File: src/hdl/deq_pkg.sv
// ----------------------------------------------------------------------------
// deq_pkg: shared types and constants for the double-ended queue unit
// Sizes of the ring store, request and status codes, and ring index helpers.
// ----------------------------------------------------------------------------
package deq_pkg;

    // Store geometry
    localparam int DEPTH      = 16;
    localparam int DATA_WIDTH = 32;
    localparam int ADDR_W     = $clog2(DEPTH);
    localparam int CNT_W      = $clog2(DEPTH + 1);

    // Request codes; the two unused codes fall to the default arm
    typedef enum logic [2:0] {
        MODE_PUSH_FRONT = 3'd0,
        MODE_POP_FRONT  = 3'd1,
        MODE_PEEK_FRONT = 3'd2,
        MODE_PUSH_BACK  = 3'd3,
        MODE_POP_BACK   = 3'd4,
        MODE_CLEAR      = 3'd5
    } t_deq_mode;

    // Result status codes
    typedef enum logic [1:0] {
        ST_OK    = 2'd0,
        ST_EMPTY = 2'd1,
        ST_FULL  = 2'd2
    } t_deq_status;

    // Commands from the controller to the datapath
    typedef struct packed {
        logic accept;   // capture the request word and launch the slot read
        logic commit;   // update the queue state and load the result register
    } t_deq_cmd;

    // Status from the datapath
    typedef struct packed {
        logic [CNT_W-1:0] count;
        logic             empty;
        logic             full;
    } t_deq_sts;

    // Advance a ring index by an offset below DEPTH
    function automatic logic [ADDR_W-1:0] ring_add(input logic [ADDR_W-1:0] base,
                                                   input logic [ADDR_W-1:0] off);
        logic [ADDR_W:0] sum;
        sum = {1'b0, base} + {1'b0, off};
        if (sum >= (ADDR_W + 1)'(DEPTH)) begin
            sum = sum - (ADDR_W + 1)'(DEPTH);
        end
        return sum[ADDR_W-1:0];
    endfunction

    // Step a ring index back by one slot
    function automatic logic [ADDR_W-1:0] ring_dec(input logic [ADDR_W-1:0] base);
        logic [ADDR_W-1:0] res;
        if (base == '0) begin
            res = ADDR_W'(DEPTH - 1);
        end else begin
            res = base - ADDR_W'(1);
        end
        return res;
    endfunction

endpackage

File: src/hdl/deq_ctrl.sv
// ----------------------------------------------------------------------------
// deq_ctrl: request sequencer for the double-ended queue unit
// Takes one request word, lets the slot read settle, then commits the result
// into the output register once that register is free.
// ----------------------------------------------------------------------------
module deq_ctrl (
    input  logic              i_clk,
    input  logic              i_rst_n,
    input  logic              i_valid,
    input  logic              i_ready,
    output logic              o_ready,
    output logic              o_valid,
    output deq_pkg::t_deq_cmd o_cmd
);

    typedef enum logic {
        S_IDLE,
        S_EXEC
    } t_state;

    t_state r_state;
    t_state n_state;
    logic   r_in_ready;
    logic   n_in_ready;
    logic   r_out_valid;
    logic   n_out_valid;
    logic   accept;
    logic   commit;

    // Decode handshakes into datapath commands
    always_comb begin
        accept = i_valid && r_in_ready;
        commit = (r_state == S_EXEC) && (!r_out_valid || i_ready);
    end

    // Next state and registered outputs
    always_comb begin
        n_state     = r_state;
        n_in_ready  = r_in_ready;
        n_out_valid = r_out_valid;
        if (r_out_valid && i_ready) begin
            n_out_valid = 1'b0;
        end
        case (r_state)
            S_IDLE: begin
                if (accept) begin
                    n_state    = S_EXEC;
                    n_in_ready = 1'b0;
                end
            end
            S_EXEC: begin
                if (commit) begin
                    n_state     = S_IDLE;
                    n_in_ready  = 1'b1;
                    n_out_valid = 1'b1;
                end
            end
            default: begin
                n_state    = S_IDLE;
                n_in_ready = 1'b1;
            end
        endcase
    end

    // Hold state and handshake flags
    always_ff @(posedge i_clk) begin
        if (!i_rst_n) begin
            r_state     <= S_IDLE;
            r_in_ready  <= 1'b1;
            r_out_valid <= 1'b0;
        end else begin
            r_state     <= n_state;
            r_in_ready  <= n_in_ready;
            r_out_valid <= n_out_valid;
        end
    end

    assign o_ready      = r_in_ready;
    assign o_valid      = r_out_valid;
    assign o_cmd.accept = accept;
    assign o_cmd.commit = commit;

endmodule

File: src/hdl/deq_dpath.sv
// ----------------------------------------------------------------------------
// deq_dpath: ring store, front index and word count of the queue
// Reads the addressed slot on accept, then on commit applies the request,
// writes a pushed word and loads the result register.
// ----------------------------------------------------------------------------
module deq_dpath (
    input  logic                           i_clk,
    input  logic                           i_rst_n,
    input  deq_pkg::t_deq_cmd              i_cmd,
    input  logic [2:0]                     i_mode,
    input  logic [deq_pkg::DATA_WIDTH-1:0] i_data_in,
    output logic [deq_pkg::DATA_WIDTH-1:0] o_data_out,
    output logic [1:0]                     o_status,
    output logic [deq_pkg::CNT_W-1:0]      o_count_out,
    output deq_pkg::t_deq_sts              o_sts
);

    logic [deq_pkg::DATA_WIDTH-1:0] r_mem [deq_pkg::DEPTH];
    logic [deq_pkg::DATA_WIDTH-1:0] r_rd_data;
    logic [deq_pkg::ADDR_W-1:0]     rd_addr;

    logic [deq_pkg::ADDR_W-1:0]     r_front;
    logic [deq_pkg::ADDR_W-1:0]     n_front;
    logic [deq_pkg::CNT_W-1:0]      r_count;
    logic [deq_pkg::CNT_W-1:0]      n_count;

    deq_pkg::t_deq_mode             r_mode;
    logic [deq_pkg::DATA_WIDTH-1:0] r_word;

    logic                           wr_en;
    logic [deq_pkg::ADDR_W-1:0]     wr_addr;
    logic [deq_pkg::DATA_WIDTH-1:0] n_result;
    deq_pkg::t_deq_status           n_status;

    logic [deq_pkg::DATA_WIDTH-1:0] r_data_out;
    deq_pkg::t_deq_status           r_status;
    logic [deq_pkg::CNT_W-1:0]      r_count_out;

    logic                           is_empty;
    logic                           is_full;
    logic [deq_pkg::ADDR_W-1:0]     back_off;

    assign is_empty = (r_count == '0);
    assign is_full  = (r_count == deq_pkg::CNT_W'(deq_pkg::DEPTH));
    assign back_off = deq_pkg::ADDR_W'(r_count - deq_pkg::CNT_W'(1));

    // Pick the slot to read: the back word for pop back, else the front word
    always_comb begin
        if (deq_pkg::t_deq_mode'(i_mode) == deq_pkg::MODE_POP_BACK) begin
            rd_addr = deq_pkg::ring_add(r_front, back_off);
        end else begin
            rd_addr = r_front;
        end
    end

    // Apply the request to the indices and form the result
    always_comb begin
        n_front  = r_front;
        n_count  = r_count;
        n_result = '0;
        n_status = deq_pkg::ST_OK;
        wr_en    = 1'b0;
        wr_addr  = deq_pkg::ring_dec(r_front);
        case (r_mode)
            deq_pkg::MODE_PUSH_FRONT: begin
                if (is_full) begin
                    n_status = deq_pkg::ST_FULL;
                end else begin
                    wr_en   = 1'b1;
                    wr_addr = deq_pkg::ring_dec(r_front);
                    n_front = deq_pkg::ring_dec(r_front);
                    n_count = r_count + deq_pkg::CNT_W'(1);
                end
            end
            deq_pkg::MODE_PUSH_BACK: begin
                if (is_full) begin
                    n_status = deq_pkg::ST_FULL;
                end else begin
                    wr_en   = 1'b1;
                    wr_addr = deq_pkg::ring_add(r_front, deq_pkg::ADDR_W'(r_count));
                    n_count = r_count + deq_pkg::CNT_W'(1);
                end
            end
            deq_pkg::MODE_POP_FRONT: begin
                if (is_empty) begin
                    n_status = deq_pkg::ST_EMPTY;
                end else begin
                    n_result = r_rd_data;
                    n_front  = deq_pkg::ring_add(r_front, deq_pkg::ADDR_W'(1));
                    n_count  = r_count - deq_pkg::CNT_W'(1);
                end
            end
            deq_pkg::MODE_PEEK_FRONT: begin
                if (is_empty) begin
                    n_status = deq_pkg::ST_EMPTY;
                end else begin
                    n_result = r_rd_data;
                end
            end
            deq_pkg::MODE_POP_BACK: begin
                if (is_empty) begin
                    n_status = deq_pkg::ST_EMPTY;
                end else begin
                    n_result = r_rd_data;
                    n_count  = r_count - deq_pkg::CNT_W'(1);
                end
            end
            deq_pkg::MODE_CLEAR: begin
                n_front = '0;
                n_count = '0;
            end
            default: begin
                n_status = deq_pkg::ST_OK;
            end
        endcase
    end

    // Ring store: read on accept, write a pushed word on commit
    always_ff @(posedge i_clk) begin
        if (i_cmd.accept) begin
            r_rd_data <= r_mem[rd_addr];
        end
        if (i_cmd.commit && wr_en) begin
            r_mem[wr_addr] <= r_word;
        end
    end

    // Capture the request word
    always_ff @(posedge i_clk) begin
        if (i_cmd.accept) begin
            r_mode <= deq_pkg::t_deq_mode'(i_mode);
            r_word <= i_data_in;
        end
    end

    // Hold the queue indices
    always_ff @(posedge i_clk) begin
        if (!i_rst_n) begin
            r_front <= '0;
            r_count <= '0;
        end else if (i_cmd.commit) begin
            r_front <= n_front;
            r_count <= n_count;
        end
    end

    // Load the result register
    always_ff @(posedge i_clk) begin
        if (i_cmd.commit) begin
            r_data_out  <= n_result;
            r_status    <= n_status;
            r_count_out <= n_count;
        end
    end

    assign o_data_out  = r_data_out;
    assign o_status    = r_status;
    assign o_count_out = r_count_out;
    assign o_sts.count = r_count;
    assign o_sts.empty = is_empty;
    assign o_sts.full  = is_full;

endmodule

File: src/hdl/double_ended_queue_unit.sv
// Sequence: a request word is taken in S_IDLE, its slot read is registered, and the
// result register is loaded on the commit in S_EXEC; a stalled result delays the commit.
// A new word is taken only once the last one has committed.
// Reset: synchronous, active low; empties the queue, front index to slot zero.
// Store contents are not cleared; only live slots are ever returned in a result.
// ----------------------------------------------------------------------------
// double_ended_queue_unit: bounded double-ended queue of data words
// Push and pop at either end, peek at the front, clear; one result per word.
// ----------------------------------------------------------------------------
module double_ended_queue_unit (
    input  logic                           i_clk,
    input  logic                           i_rst_n,
    input  logic                           i_valid,
    output logic                           o_ready,
    input  logic [2:0]                     i_mode,
    input  logic [deq_pkg::DATA_WIDTH-1:0] i_data_in,
    output logic                           o_valid,
    input  logic                           i_ready,
    output logic [deq_pkg::DATA_WIDTH-1:0] o_data_out,
    output logic [1:0]                     o_status,
    output logic [deq_pkg::CNT_W-1:0]      o_count_out
);

    deq_pkg::t_deq_cmd cmd;
    deq_pkg::t_deq_sts sts;

    // Sequencer
    deq_ctrl u_ctrl (
        .i_clk   (i_clk),
        .i_rst_n (i_rst_n),
        .i_valid (i_valid),
        .i_ready (i_ready),
        .o_ready (o_ready),
        .o_valid (o_valid),
        .o_cmd   (cmd)
    );

    // Ring store and indices
    deq_dpath u_dpath (
        .i_clk       (i_clk),
        .i_rst_n     (i_rst_n),
        .i_cmd       (cmd),
        .i_mode      (i_mode),
        .i_data_in   (i_data_in),
        .o_data_out  (o_data_out),
        .o_status    (o_status),
        .o_count_out (o_count_out),
        .o_sts       (sts)
    );

    // A pending result always reports the count that the queue holds
    a_count_match: assert property (@(posedge i_clk) disable iff (!i_rst_n)
        o_valid |-> (o_count_out == sts.count))
        else $error("result count differs from queue count");

    // A rejected push is only reported while the queue is full
    a_full_status: assert property (@(posedge i_clk) disable iff (!i_rst_n)
        (o_valid && (o_status == deq_pkg::ST_FULL)) |-> sts.full)
        else $error("full status while queue not full");

    // An empty status is only reported while the queue is empty
    a_empty_status: assert property (@(posedge i_clk) disable iff (!i_rst_n)
        (o_valid && (o_status == deq_pkg::ST_EMPTY)) |-> sts.empty)
        else $error("empty status while queue holds words");

    // A commit always leaves a result pending in the next cycle
    a_commit_valid: assert property (@(posedge i_clk) disable iff (!i_rst_n)
        cmd.commit |=> o_valid)
        else $error("commit did not load the result register");

endmodule

File: config.mk
export PLATFORM = sky130hd
export DESIGN_NAME = double_ended_queue_unit
export DESIGN_NICKNAME = d
export VERILOG_FILES = /design/src/hdl/deq_pkg.sv /design/src/hdl/deq_ctrl.sv /design/src/hdl/deq_dpath.sv /design/src/hdl/double_ended_queue_unit.sv
export SDC_FILE = /design/constraint.sdc
export NUM_CORES = 1
export LEC_CHECK = 0
export ABC_AREA = 1
export BUFFER_PORTS_ARGS = -buffer_cell sky130_fd_sc_hd__buf_2
export CELL_PAD_IN_SITES_DETAIL_PLACEMENT = 0
export CELL_PAD_IN_SITES_GLOBAL_PLACEMENT = 2
export CORE_MARGIN = 2
export CORE_UTILIZATION = 34
export DETAILED_ROUTE_END_ITERATION = 8
export PLACE_DENSITY_LB_ADDON = 0.1
export SETUP_SLACK_MARGIN = 0.02
export SYNTH_ARGS = -nofsm -noshare
export SYNTH_HDL_FRONTEND = slang
export SYNTH_SLANG_ARGS = --single-unit
File: constraint.sdc
create_clock -name i_clk -period 7.5 [get_ports i_clk]
set_input_delay 1.5 -clock i_clk [delete_from_list [all_inputs] [get_ports i_clk]]
set_output_delay 1.5 -clock i_clk [all_outputs]
set_load 0.01 [all_outputs]
== After elaboration in Yosys (flattened, before gate mapping) ==
Memory sizes are Yosys's and may differ from the RTL's. A register that Yosys moved wholly into a read port is not among the register bits.
Index checks and enable logic that the tools add are counted.
Word-level totals
  bits in writable memories: 512
  input bits: 39
  bits in read-only memories: 0
  output and inout bits: 41
  register bits after elaboration: 86
  bits in latches: 0
  logic and storage cells: 81
  memories: 1
Memory list
  u_dpath.r_mem: words 16, width 32, rd ports 1, clocked after memory_dff 1, write ports 1, line deq_dpath.sv:18  | logic [deq_pkg::DATA_WIDTH-1:0] r_mem [deq_pkg::DEPTH];
Cells by class
  shift operators: 0
  divide/modulo/power cells: 0
  bitwise gates (word level): 2
  multipliers: 0
  $lt $le $gt $ge: 3
  equality and inequality tests: 11
  add/subtract/negate cells: 9
  reduce and logical (&&, ||, !) cells: 16
  muxes and demuxes: 29
Operator list (count)
  $mux W4: 9
  $sub A4 B1 Y4 const B: 4
  $ge A5 B5 Y1 const B: 3
  $pmux W5 S3: 1
  $mux W1: 12
  $pmux W4 S3: 1
  $add A4 B4 Y5: 2
  $mux W5: 2
  $eq A3 B3 Y1 const B: 3
  $eq A3 B2 Y1 const B: 2
  $ne A2 B2 Y1 const B: 3
  $reduce_or A2 Y1: 3
  $add A4 B1 Y5 const B: 1
  $add A5 B1 Y5 const B: 1
  $eq A5 B5 Y1 const B: 1
  $logic_not A5 Y1: 1
  $sub A5 B1 Y5 const B: 1
  $logic_and A1 B1 Y1: 4
  $logic_not A4 Y1: 1
  $pmux W1 S2: 2
  $pmux W2 S2: 1
  $reduce_and A4 Y1: 1
  $eq A3 B1 Y1 const B: 1
  $logic_not A3 Y1: 1
  8 further kinds: 9

== Longest topological paths before layout ==
  depth after elaboration: 6
  mapped depth: 16
  depth with buffers taken out: 15

== Cells and area by module ==
From an unflattened synthesis, not the netlist that was laid out.
Unflattened totals
  cell total of the unflattened synthesis: 2658
  area total of the unflattened synthesis: 27591.5 µm²
Modules (own cells, without submodules)
  deq_dpath: instances 1, cells an instance 2639, area an instance 27453.8 µm², seq. area each 18738.0 µm²
  deq_ctrl: instances 1, cells an instance 19, area an instance 137.6 µm², seq. area each 60.1 µm²

== Worst setup path before layout ==
OpenSTA, ideal clock, no wires.
  path kind: input to register
  start point: in i_ready
  end point: mem u_dpath.r_mem[7][0] (netlist name), enable pin
  setup time: 421 ps
  arrival time: 5294 ps
  path buffers: 0
  stages: 6
  data required time: 7079 ps
  slack: 1785 ps
  cell sequence: nor2_1 nor2_1 inv_1 nor2_1 nand3_1 nor2_1
On the way
  longest elaborated chain between the ends: 5
RTL lines
  start, declared: line double_ended_queue_unit.sv:18  | input logic i_ready,
  $logic_or A1 B1 Y1: line deq_ctrl.sv:33  | commit = (r_state == S_EXEC) && (!r_out_valid || i_ready);
  $logic_and A1 B1 Y1: line deq_ctrl.sv:33
  net u_ctrl.commit: line deq_ctrl.sv:28  | logic commit;
  $logic_and A1 B1 Y1: line deq_dpath.sv:123  | if (i_cmd.commit && wr_en) begin
  $mux W1: line deq_dpath.sv:123
  $mux W1 (not written as such): line deq_dpath.sv:124  | r_mem[wr_addr] <= r_word;
  end, declared: line deq_dpath.sv:18
The timed path passes the listed nets, and every way through them passes these cells.

== Worst setup path after layout ==
  start point: in i_ready
  end point: mem u_dpath.r_mem[13][22] (netlist name), enable pin
The elaborated chain is that of the path after synthesis.

==> flow_summary.ini <==
[power]
swShare_pct = 25.06
switchingPower_mw = 2.071
power.share.clock_pct = 42.5
comb_power_share_pct = 8.4
pwr-share-seq_pct = 49.1
ir_worst_vdd_mv = 0.1855
p_leak_nw = 13.55
p_int_mw = 6.192
power_density_nw_per_um2 = 262.2

[clocking]
cts-root-buf = clkbuf_16
post-cts-setup-buffer-count = 0
clock_latency_ns = 0.62
cts_buffer_depth = 3
cts.sinks = 630
htree_levels = 3
cts_tree = built
clkTransAtPathRegs_ns = 0.05
cts.hold.buffers_added = 0
cts-resized-gates = 0
cts_buffers = 75

[worst_setup_path]
critPathSlowestCell = nor2_4
path_cells = buf_2 -> nor2_1 -> nor2_4 -> buf_4 -> inv_1 -> nor2_1 -> nand3_1 -> nor2_4 -> buf_4
startpoint_type = primary input
arrival_ns = 4.57
crit_fanout = 42
cp-end-kind = flip-flop
worstPathRequired_ns = 7.81
slowest_delay_ns = 1.01
path_class = in2reg

[route]
post-route-drc-count = 0
routed_via_density = 4.759
wl_met2_microns = 40730
ant_nets = 0
highest_layer = met4
wl_met3_microns = 3406
wl_met1_microns = 39670
drt_iter0_drc = 1167
drt-total-wl_microns = 85630
via_count = 18257
drt-pass1-iter-count = 5
wire_per_inst_microns = 22.32

[synth]
syn_inst = 2654
syn_area_sq_um = 27540
synth_cell_types = 28
ys_seq_area_share_pct = 68.27
syn_area_per_cell_sq_um = 10.37
ys_seq_elements = 630
syn-num-nets = 2705
yosys_warnings = 0

[timing]
min_period_ns = 4.259
drv_slew = 0
tns_ns = 0
worst_slack_ns = 3.241
fin_skew_ns = 0.02676
slew_headroom_pct = 20.97
setup_viol = 0
max_freq_ghz = 0.2348
period_share_pct = 56.79
hold_ws_ns = 0.4669
rsz0062_at_grt = false
hold_viol_final = 0
worst_slew_pin_slew_ns = 1.185

[placed_design]
hpwl_microns = 45500
dp.cells = 3701
place_area_sq_um = 29170
place_ws_ns = 2.611
port_buffers = 79
gp_congestion = 0.7486

[global_routing]
grt_usage_pct = 20.96
grt_pass1_wl_microns = 126500
grt_overflow_total = 0
grt_start_max_net_pins = 129
grt_pass1_vias = 18410
antenna_found_initial = 2

[layout]
design_area_sq_um = 31510
fill_cells = 7927
area_growth_pct = 14.44
drive_gt1_share_pct = 9.186
num_antenna_cells = 0
nets = 2769
fin_cells = 3836

[die]
fp.dieW_microns = 288.6
core_area_sq_um = 80420
start_util_pct = 34.24
rows = 104
ios = 80
die-height_microns = 288.6
die_area_sq_um = 83280

[flow_run]
drv_cap = 0

[outcome]
status = finished, final reports clean

[hold_path]
min_path_type = reg2reg
==> per-stage QoR <==
stage	utilization, %	power (mW)
2_1_floorplan	-	4.518
3_3_place_gp	36.27	4.848
3_5_place_dp	36.27	4.847
4_1_cts	39.18	8.382
5_1_grt	39.18	8.583
6_report	39.18	8.263
==> placed cells by master (no fill, tap or decap), types with 2 or more instances in the layout <==
master / n
inv_6: 4
xor2_1: 5
a21oi_1: 8
o21ai_4: 3
edfxtp_1: 618
nand2_4: 5
xnor2_1: 3
buf_12: 3
clkbuf_1: 16
buf_4: 35
fa_1: 2
clkinv_2: 13
dfxtp_1: 12
nand2_1: 561
inv_2: 2
o21ai_0: 16
nand3_4: 2
clkinv_1: 17
nor2_1: 60
bufinv_16: 4
o22ai_1: 4
buf_2: 79
nor2_4: 18
clkbuf_16: 78
nand2_2: 3
inv_1: 587
ha_1: 10
nand3_1: 597
==> final cells by class <==
type	count	area, sq um	share of cell area, %
multi-input combinational	1304	6108	19.39
clock inverter	41	330.3	1.048
timing repair buffer	117	718.2	2.279
sequential	630	18800	59.66
inverter	590	2217	7.036
clock buffer	94	2012	6.385
tap	1060	1326	4.209
==> registers in the layout, summed over array words and instances (netlist names) <==
name	count
u_ctrl.o_ready	1
u_ctrl.o_valid	1
u_ctrl.r_state	1
u_dpath.o_count_out	5
u_dpath.o_data_out	32
u_dpath.o_status	2
u_dpath.r_count	5
u_dpath.r_front	4
u_dpath.r_mem	512
u_dpath.r_mode	3
u_dpath.r_rd_data	32
u_dpath.r_word	32
==> cells in the mapped netlist (all sizes together) <==
| cell | instances | area share [%] |
|---|---|---|
| a21oi | 8 | 0.15 |
| buf | 96 | 1.8 |
| clkbuf | 34 | 0.46 |
| dfxtp | 12 | 0.87 |
| edfxtp | 618 | 67 |
| fa | 2 | 0.15 |
| ha | 10 | 0.45 |
| inv | 590 | 8.0 |
| nand2 | 569 | 7.8 |
| nand3 | 600 | 11 |
| nand4 | 1 | 0.023 |
| nor2 | 79 | 1.1 |
| nor3 | 1 | 0.018 |
| o21ai | 20 | 0.36 |
| o22ai | 4 | 0.091 |
| o32ai | 1 | 0.032 |
| or2 | 1 | 0.023 |
| xnor2 | 3 | 0.095 |
| xor2 | 5 | 0.16 |
==> worst max-delay path: cells and delay by family <==
kind | cells | cell delay, ns
simple gates | 5 | 1.88
buf+inv | 4 | 1.15
==> power by group through the flow <==
stage	combinational [mW]	sequential, mW	clock, mW
floorplan	0.425	4.09	0
global placement	0.713	4.14	0
detailed placement	0.711	4.14	0
CTS	0.713	4.06	3.61
global route	0.781	4.07	3.73
finish	0.694	4.06	3.51
==> metal layers <==
layer | track usage [%] | vias up
li1 | - | 8739
met3 | 2.717 | 105
met5 | 0 | -
met4 | 5.206 | 0
met1 | 29.09 | 9031
met2 | 34.87 | 382
==> worst paths after layout <==
check,startpoint,to,slack [ns],cells after the start
worst max-delay path,i_ready,u_dpath.r_mem[13][22],3.24,9
worst min-delay path,u_ctrl.o_ready,u_ctrl.o_ready,0.47,2
worst max register to register,u_dpath.r_count[0],u_dpath.r_mem[2][26],3.49,10
worst min register to register,u_ctrl.o_ready,u_ctrl.o_ready,0.47,2
==> cell families after synthesis <==
family | Yosys count | share of synthesized area, %
XOR/XNOR | 8 | 0.2545
flip-flops | 630 | 68.27
AO/OA/AOI/OAI | 33 | 0.6316
adder cells (fa/ha/maj) | 12 | 0.5998
buffers and inverters | 720 | 10.31
AND/OR/NAND/NOR | 1251 | 19.93
No activity file was read; power rests on OpenSTA's default activity.
